$ cat config.mk
export PLATFORM = sky130hd
export DESIGN_NAME = websocket_frame_deframer_core
export DESIGN_NICKNAME = d
export VERILOG_FILES = /design/src/hw/rtl/wsd_pkg.sv /design/src/hw/rtl/websocket_frame_deframer_core.sv
export SDC_FILE = /design/constraint.sdc
export NUM_CORES = 1
export LEC_CHECK = 0
export CORE_ASPECT_RATIO = 1.4
export CORE_MARGIN = 4
export CORE_UTILIZATION = 44
export CTS_CLUSTER_SIZE = 25
export DETAILED_ROUTE_END_ITERATION = 12
export DONT_BUFFER_PORTS = 1
export PLACE_DENSITY_LB_ADDON = 0.12
export REMOVE_ABC_BUFFERS = 1
export SLEW_MARGIN = 20
export SYNTH_ARGS = -nofsm -noshare
export SYNTH_HDL_FRONTEND = slang
export SYNTH_SLANG_ARGS = --single-unit
$ cat constraint.sdc
create_clock -name clk -period 6.7 [get_ports clk]
set_input_delay 0.67 -clock clk [delete_from_list [all_inputs] [get_ports clk]]
set_output_delay 0.67 -clock clk [all_outputs]
set_load 0.01 [all_outputs]
$ cat src/hw/rtl/wsd_pkg.sv
// Shared types and constants for the WebSocket frame deframer.
// No dependencies; imported by websocket_frame_deframer_core.
`default_nettype none

package wsd_pkg;

	// Parse phase codes
	localparam logic [2:0] PH_HDR0 = 3'd0;
	localparam logic [2:0] PH_HDR1 = 3'd1;
	localparam logic [2:0] PH_EXT  = 3'd2;
	localparam logic [2:0] PH_MASK = 3'd3;
	localparam logic [2:0] PH_DATA = 3'd4;

	// Length kind codes
	localparam logic [1:0] LEN_SHORT = 2'd0;
	localparam logic [1:0] LEN_16    = 2'd1;
	localparam logic [1:0] LEN_64    = 2'd2;

	// Header field constants
	localparam logic [6:0] LEN7_EXT16  = 7'd126;
	localparam logic [6:0] LEN7_EXT64  = 7'd127;
	localparam logic [3:0] OPC_MAX_DATA = 4'h2;
	localparam logic [2:0] EXT16_BYTES  = 3'd2;
	// 8 extended bytes wrap the 3-bit counter back to zero
	localparam logic [2:0] EXT64_BYTES  = 3'd0;
	localparam logic [2:0] KEY_BYTES    = 3'd4;
	localparam logic [31:0] LEN_SATURATED = 32'hFFFF_FFFF;
	localparam logic [15:0] MAX_PAYLOAD_RST = 16'd1024;

	typedef logic [7:0] byte_t;

endpackage

`default_nettype wire

$ cat src/hw/rtl/websocket_frame_deframer_core.sv
// WebSocket frame deframer, receive side: header parse, unmask, payload delivery.
// Depends on wsd_pkg for phase codes and header constants.
//
// Channel   Dir  Bits  Contents
// s_axis    in   8     tdata[7:0] raw stream byte
// m_axis    out  24+2+1 tdata payload byte / delivered count, tuser opcode, tlast
// cfg       in   16    max_payload write, no read-back
//
// One byte is accepted per cycle unless input stalls; header bytes only update
// parse state, data bytes within max_payload give one item the following cycle.
// The output register decouples the sides: a new byte is taken while a
// result waits, and input stalls only when that register is full and m_axis
// is stalled. Reset clears all parse state and sets max_payload to 1024.
`default_nettype none

module websocket_frame_deframer_core
	import wsd_pkg::*;
(
	input  wire logic        clk,
	input  wire logic        arst_n,
	// stream input: [7:0] in_byte
	input  wire logic        s_axis_tvalid,
	output logic             s_axis_tready,
	input  wire logic [7:0]  s_axis_tdata,
	// stream output: [7:0] payload_byte, [23:8] delivered_count
	output logic             m_axis_tvalid,
	input  wire logic        m_axis_tready,
	output logic [23:0]      m_axis_tdata,
	// [1:0] frame_opcode
	output logic [1:0]       m_axis_tuser,
	output logic             m_axis_tlast,
	// max_payload register write
	input  wire logic        cfg_we,
	input  wire logic [15:0] cfg_wdata
);

	// Parse state
	logic [2:0]  phase_q, phase_d;
	logic [3:0]  opcode_q, opcode_d;
	logic        masked_q, masked_d;
	logic [1:0]  len_kind_q, len_kind_d;
	logic [2:0]  cnt_q, cnt_d;
	logic        upper_nz_q, upper_nz_d;
	logic [31:0] frame_len_q, frame_len_d;
	logic [31:0] mask_key_q, mask_key_d;
	logic [31:0] pidx_q, pidx_d;
	logic [15:0] max_payload_q;

	// Output register
	logic        m_valid_q;
	byte_t       out_byte_q;
	logic [1:0]  out_opc_q;
	logic        out_last_q;
	logic [15:0] out_cnt_q;

	// Per-byte results
	logic        accept;
	byte_t       b;
	logic        emit;
	byte_t       emit_byte;
	logic        emit_last;
	logic [31:0] pidx_inc;
	logic [2:0]  cnt_inc;
	logic [2:0]  ext_total;
	logic [31:0] len_shift;
	logic [31:0] len_final;
	byte_t       key_byte;

	assign accept        = s_axis_tvalid && s_axis_tready;
	assign s_axis_tready = !m_valid_q || m_axis_tready;
	assign b             = s_axis_tdata;
	assign pidx_inc      = pidx_q + 32'd1;
	assign cnt_inc       = cnt_q + 3'd1;
	assign ext_total     = (len_kind_q == LEN_16) ? EXT16_BYTES : EXT64_BYTES;
	assign len_shift     = {frame_len_q[23:0], b};

	// Mask key byte for this index: first key byte sits in the top 8 bits
	always_comb begin
		case (pidx_q[1:0])
			2'd0:    key_byte = mask_key_q[31:24];
			2'd1:    key_byte = mask_key_q[23:16];
			2'd2:    key_byte = mask_key_q[15:8];
			default: key_byte = mask_key_q[7:0];
		endcase
	end

	assign emit_byte = masked_q ? (b ^ key_byte) : b;
	assign emit_last = (pidx_inc == frame_len_q) || (pidx_inc == {16'd0, max_payload_q});

	// Next parse state for the accepted byte
	always_comb begin
		phase_d     = phase_q;
		opcode_d    = opcode_q;
		masked_d    = masked_q;
		len_kind_d  = len_kind_q;
		cnt_d       = cnt_q;
		upper_nz_d  = upper_nz_q;
		frame_len_d = frame_len_q;
		mask_key_d  = mask_key_q;
		pidx_d      = pidx_q;
		len_final   = frame_len_q;
		emit        = 1'b0;
		unique case (phase_q)
			PH_HDR1: begin
				masked_d    = b[7];
				cnt_d       = 3'd0;
				upper_nz_d  = 1'b0;
				frame_len_d = 32'd0;
				if (b[6:0] == LEN7_EXT16) begin
					len_kind_d = LEN_16;
					phase_d    = PH_EXT;
				end else if (b[6:0] == LEN7_EXT64) begin
					len_kind_d = LEN_64;
					phase_d    = PH_EXT;
				end else begin
					len_kind_d  = LEN_SHORT;
					frame_len_d = {25'd0, b[6:0]};
					if (b[7]) begin
						mask_key_d = 32'd0;
						phase_d    = PH_MASK;
					end else begin
						pidx_d  = 32'd0;
						phase_d = (b[6:0] == 7'd0) ? PH_HDR0 : PH_DATA;
					end
				end
			end
			PH_EXT: begin
				// upper half of a 64-bit length only marks overflow
				if (len_kind_q == LEN_64 && !cnt_q[2]) begin
					if (b != 8'd0) begin
						upper_nz_d = 1'b1;
					end
				end else begin
					frame_len_d = len_shift;
				end
				cnt_d = cnt_inc;
				if (cnt_inc == ext_total) begin
					len_final   = (len_kind_q == LEN_64 && upper_nz_d) ? LEN_SATURATED
						: frame_len_d;
					frame_len_d = len_final;
					if (masked_q) begin
						cnt_d      = 3'd0;
						mask_key_d = 32'd0;
						phase_d    = PH_MASK;
					end else begin
						pidx_d  = 32'd0;
						phase_d = (len_final == 32'd0) ? PH_HDR0 : PH_DATA;
					end
				end
			end
			PH_MASK: begin
				mask_key_d = {mask_key_q[23:0], b};
				cnt_d      = cnt_inc;
				if (cnt_inc == KEY_BYTES) begin
					pidx_d  = 32'd0;
					phase_d = (frame_len_q == 32'd0) ? PH_HDR0 : PH_DATA;
				end
			end
			PH_DATA: begin
				emit   = (opcode_q <= OPC_MAX_DATA) && (pidx_q < {16'd0, max_payload_q});
				pidx_d = pidx_inc;
				if (pidx_inc == frame_len_q) begin
					phase_d = PH_HDR0;
				end
			end
			default: begin
				opcode_d = b[3:0];
				phase_d  = PH_HDR1;
			end
		endcase
	end

	// Parse state registers
	always_ff @(posedge clk or negedge arst_n) begin
		if (!arst_n) begin
			phase_q     <= PH_HDR0;
			opcode_q    <= 4'd0;
			masked_q    <= 1'b0;
			len_kind_q  <= LEN_SHORT;
			cnt_q       <= 3'd0;
			upper_nz_q  <= 1'b0;
			frame_len_q <= 32'd0;
			mask_key_q  <= 32'd0;
			pidx_q      <= 32'd0;
		end else if (accept) begin
			phase_q     <= phase_d;
			opcode_q    <= opcode_d;
			masked_q    <= masked_d;
			len_kind_q  <= len_kind_d;
			cnt_q       <= cnt_d;
			upper_nz_q  <= upper_nz_d;
			frame_len_q <= frame_len_d;
			mask_key_q  <= mask_key_d;
			pidx_q      <= pidx_d;
		end
	end

	// Configuration register
	always_ff @(posedge clk or negedge arst_n) begin
		if (!arst_n) begin
			max_payload_q <= MAX_PAYLOAD_RST;
		end else if (cfg_we) begin
			max_payload_q <= cfg_wdata;
		end
	end

	// Output valid
	always_ff @(posedge clk or negedge arst_n) begin
		if (!arst_n) begin
			m_valid_q <= 1'b0;
		end else if (accept && emit) begin
			m_valid_q <= 1'b1;
		end else if (m_axis_tready) begin
			m_valid_q <= 1'b0;
		end
	end

	// Output payload
	always_ff @(posedge clk) begin
		if (accept && emit) begin
			out_byte_q <= emit_byte;
			out_opc_q  <= opcode_q[1:0];
			out_last_q <= emit_last;
			out_cnt_q  <= emit_last ? pidx_inc[15:0] : 16'd0;
		end
	end

	assign m_axis_tvalid = m_valid_q;
	assign m_axis_tdata  = {out_cnt_q, out_byte_q};
	assign m_axis_tuser  = out_opc_q;
	assign m_axis_tlast  = out_last_q;

	// Count is only reported on the last byte of a frame
	a_cnt_only_last: assert property (@(posedge clk) disable iff (!arst_n)
		(m_axis_tvalid && !m_axis_tlast) |-> (m_axis_tdata[23:8] == 16'd0))
		else $error("delivered count nonzero on non-last item");

	// Only data opcodes are delivered
	a_data_opcode: assert property (@(posedge clk) disable iff (!arst_n)
		m_axis_tvalid |-> (m_axis_tuser != 2'd3))
		else $error("control opcode delivered");

	// Payload phase is never entered with an empty frame
	a_data_len: assert property (@(posedge clk) disable iff (!arst_n)
		(phase_q == PH_DATA) |-> (frame_len_q != 32'd0))
		else $error("payload phase with zero length");

	// A payload byte with a result loads the output register
	a_emit_load: assert property (@(posedge clk) disable iff (!arst_n)
		(accept && emit) |=> m_valid_q)
		else $error("emitted item lost");

endmodule

`default_nettype wire
# == After elaboration in Yosys (flattened, before gate mapping) ==
# Cells that the tools add are included.
# op_classes
addsub,2
n_mul,0
div,0
order_cmp,2
eq_ne,23
shift,0
muxes,46
n_bitwise,2
n_reduce_logical,26
# op_table
op,n
$mux 32,15
$pmux 32 s4,1
$pmux 32 s3,1
$logic_not 32->1,2
$pmux 32 s2,1
$mux 3,12
$add 32x1->32 const B,1
$eq 32x16->1,1
$eq 32x32->1,1
$lt 32x16->1,1
$pmux 8 s3,1
$ne 2x2->1 const B,9
$eq 7x7->1 const B,2
$mux 7,2
$pmux 3 s4,1
$pmux 3 s3,1
$mux 8,1
$reduce_and 2->1,4
$reduce_and 8->1,1
$reduce_bool 8->1,1
$xor 8x8->8,1
$logic_not 7->1,1
$reduce_and 7->1,1
$eq 3x2->1 const B,2
other kinds (20),37
# totals
register_bits,154
latch_bits,0
ramBits,0
mem_bits_ro,0
inputBits,29
n_memories,0

# == Longest topological paths before layout ==
# depth
depth_word,11
mapped_depth,13
mapped_depth_nobuf,10

# == Least setup slack after synthesis ==
# No wires, ideal clock.
# synth_path
path_type,reg-to-reg
from,register pidx_q[1]
to,"register out_last_q, in the netlist m_axis_tlast, enable pin"
setup_ns,0.411
t_arrival_ns,2.944
t_required_ns,6.289
slack_ns,3.345
path_stages_with_launch,10
synth_period_minus_slack_ns,3.355
cell_sequence,dfrtp_1 ha_1 nor2b_1 o21a_1 o21a_1 o21a_1 o21a_1 o2111ai_1 a41oi_1 nor2_1
# synth_between
elab_chain_cells,4
# synth_lines
element,line,source
start: declaration,websocket_frame_deframer_core.sv:46,"logic [31:0] pidx_q, pidx_d;"
start signal: assignment,websocket_frame_deframer_core.sv:194,pidx_q <= pidx_d;
$lt 32x16->1,websocket_frame_deframer_core.sv:160,"emit = (opcode_q <= OPC_MAX_DATA) && (pidx_q < {16'd0, max_payload_q});"
$logic_and 1x1->1,websocket_frame_deframer_core.sv:160,
$mux 1,websocket_frame_deframer_core.sv:103,unique case (phase_q)
$logic_and 1x1->1,websocket_frame_deframer_core.sv:220,if (accept && emit) begin
end signal: assignment,websocket_frame_deframer_core.sv:223,out_last_q <= emit_last;
end: declaration,websocket_frame_deframer_core.sv:53,logic out_last_q;
# Every way passes these cells.
# A chain may end at the register's enable or synchronous reset.

# == Final worst setup path ==
# layout_path
from,register pidx_q[0]
to,register out_cnt_q[4] (data pin)
# layout_between
elab_chain_cells,3
# layout_lines
element,line,source
$add 32x1->32 *,websocket_frame_deframer_core.sv:72,assign pidx_inc = pidx_q + 32'd1;
$eq 32x32->1 / $eq 32x16->1 (equally long branches),websocket_frame_deframer_core.sv:88,"assign emit_last = (pidx_inc == frame_len_q) || (pidx_inc == {16'd0, max_payload_q});"
$logic_or 1x1->1,websocket_frame_deframer_core.sv:88,
end signal: assignment,websocket_frame_deframer_core.sv:224,out_cnt_q <= emit_last ? pidx_inc[15:0] : 16'd0;
end: declaration,websocket_frame_deframer_core.sv:54,logic [15:0] out_cnt_q;
# Every way passes the cells marked *; elsewhere a longest branch is shown, timed or not.

==> results.toml <==
[status]
status = "finished clean"

[clock_network]
clock_latency_ns = 0.44
htree_levels = 4
cts_buffers = 17
clock-sinks = 154
cts_buffer_depth = 2
cts_tree = "built"
root_buffer = "clkbuf_16"
clk_pin_slew_worst_paths_ns = 0.07

[power]
p_per_area_nw_per_um2 = 322
peakVddDrop_uv = 199
power_leakage_uw = 0.00416

[floorplanning]
initial_utilization = 0.450
io_pins = 58
rows = 61
die-area_um2 = 22900
core_um2 = 20100
die_h_um = 178
die_x_um = 129

[logic_synthesis]
netlist_area_um2 = 9040
synth_xor_area_frac = 0.0883
synth_most_common_cell = "nand2_1"
synth-edff-count = 27
synth_top_area_share = 0.349
synth_common_cells = "nand2_1 (161), dfrtp_1 (126), o21ai_0 (92)"
synth-seq-area-share = 0.441
synth_cell_types = 71
synthCells = 1001
synth_area_per_cell_um2 = 9.03
synth_top_family_by_area = "simple AND/OR/NAND/NOR gates"
muxShareOfSynthArea = 0.00955
synth_compound_area_frac = 0.158
synth_area_leaders = "dfrtp_1 (35%), edfxtp_1 (9.0%), nand2_1 (6.7%), xnor2_1 (5.1%), o21ai_0 (5.1%)"
synthSimpleGateAreaFrac = 0.227
ys_ff_latch = 154
yosys.area_share.adder = 0.0305
ys_warn_count = 0
async_flop_share = 0.825
synth_flop_cell = "dfrtp_1"
yosys.area.top_type = "dfrtp_1"

[grt]
grt_start_max_net_pins = 127
antenna_found_initial = 0
grt_pass1_vias = 7311
grt_pass1_wl_um = 40800
grt_overflow_total = 0
grt_usage = 0.230

[sta]
clock.fmax_mhz = 216
skew_ns = 0.0128
timing.final.crit_share = 0.690
timing.setup.tns_ns = 0
worst_slew_pin_slew_ns = 1.06
slew_viol_final = 0
hold_viol_final = 0
maxSlewHeadroom = 0.294
setup_viol = 0
rsz0062_at_grt = "false"
period_needed_ns = 4.62

[finish]
layout.nets = 1009
fillerInstances = 1923
syn_to_final_growth_pct = 7.41
instances_no_fill = 1223
drive_gt1_frac = 0.0783
diodes = 0

[critical_path]
cp_data_required_time_ns = 6.98
worst_setup_path_start_kind = "flop"
crit_fanout = 25
crit_type = "reg -> reg"
arrival_ns = 4.90
ff2ff_path_depth = 10
end_kind = "flop"

[placed_design]
dpl.cell_count = 1189
portBuffers = 0
gp_congestion = 0.861
hpwl_um = 17600

[job]
max_cap_violations = 0

[routing]
viasPerCell = 6.00
wl_um = 25600
drc = 0
first_pass_iters = 7
vias = 7340
antenna_left = 0
drt_iter0_drc = 614
wire_per_inst_um = 20.9

[hold_path]
hp-class = "in -> async"
cells in the final DEF, fill, tap and decap left out, types with 11 or more instances in the layout:
master     instances
o22ai_1           28
o31ai_1           11
ha_1              22
clkbuf_16         17
edfxtp_1          27
xnor2_1           53
nor4_1            18
xor2_1            26
nor3_1            15
nand2_1          161
a21oi_1           27
nand3_1           57
inv_1             31
nor2_1            78
dfrtp_1          126
nand4_1           11
o21ai_0           92
per-layer routing:
metal / global-route usage / vias to the layer above / part of all wire
li1: - / 3486 / -
met1: 0.286 / 3549 / 0.40
met2: 0.385 / 242 / 0.50
met3: 0.0479 / 63 / 0.054
met4: 0.0985 / 0 / 0.039
met5: 0 / - / 0
final timing paths:
check / start / endpoint / slack [ns]
min reg2reg: mask_key_q[29] / mask_key_q[29] / 0.48
max in group asynchronous: arst_n / pidx_q[26] / 6.01
max reg2reg: pidx_q[0] / out_cnt_q[4] / 2.08
min in group clk: cfg_we / max_payload_q[10] / 0.30
max: pidx_q[0] / out_cnt_q[4] / 2.08
min: arst_n / max_payload_q[10] / 0.07
where the power goes:
part | internal (uW) | switching [uW] | leakage [uW]
clock | 500 | 440 | 0.000284
sequential | 1110 | 255 | 0.00194
combinational | 342 | 485 | 0.00193
total | 1950 | 1180 | 0.00416
sequential cells by signal, indices dropped and copies added (netlist names), 3 cells and up:
name and flops:
pidx_q 32, frame_len_q 32, mask_key_q 32, cnt_q 3
out_byte_q 8, max_payload_q 16, opcode_q 4, out_cnt_q 16
phase_q 3
critical path, cell delays in order (launching register included):
cell,delay (ns)
dfrtp_1,0.54
ha_1,0.79
nand4_1,0.41
nor3_1,0.56
xnor2_1,0.25
xnor2_1,0.17
or4_1,0.51
nor4_1,0.30
nand4_1,0.45
buf_6,0.34
a21oi_1,0.13
cell type report:
type / instances / area, um2 / share of cell area
Tap cell: 252 / 315 / 0.0325
Sequential cell: 154 / 3990 / 0.411
Inverter: 31 / 116 / 0.0120
Multi-Input combinational cell: 748 / 4660 / 0.480
Clock buffer: 18 / 439 / 0.0452
Timing Repair Buffer: 6 / 68.8 / 0.00709
Clock inverter: 14 / 123 / 0.0126
stage by stage:
stage	setup slack [ns]	hold WS [ns]	utilization	total power, uW	area [um2]
2_1_floorplan	2.77	0.374	-	1890	8740
3_3_place_gp	1.88	0.382	0.454	2180	9110
3_5_place_dp	1.62	0.384	0.454	2190	9110
4_1_cts	1.61	0.0633	0.483	3150	9700
5_1_grt	1.70	0.0549	0.484	3300	9710
6_report	2.08	0.0727	0.484	3130	9710
repair_timing:
item / in CTS / in global routing
setup buffers: 0 / 0
hold endpoints to repair: 126 / 0
gates resized for setup: 0 / 0
hold buffers: 1 / 0
kinds of logic after synthesis:
| logic type | count (synthesis) |
|---|---|
| mux | 8 |
| flops | 154 |
| compound gates | 224 |
| buf+inv | 99 |
| simple gates | 410 |
| fa+ha+maj | 22 |
| xor+xnor | 84 |
Power figures use the tool's default switching activity.
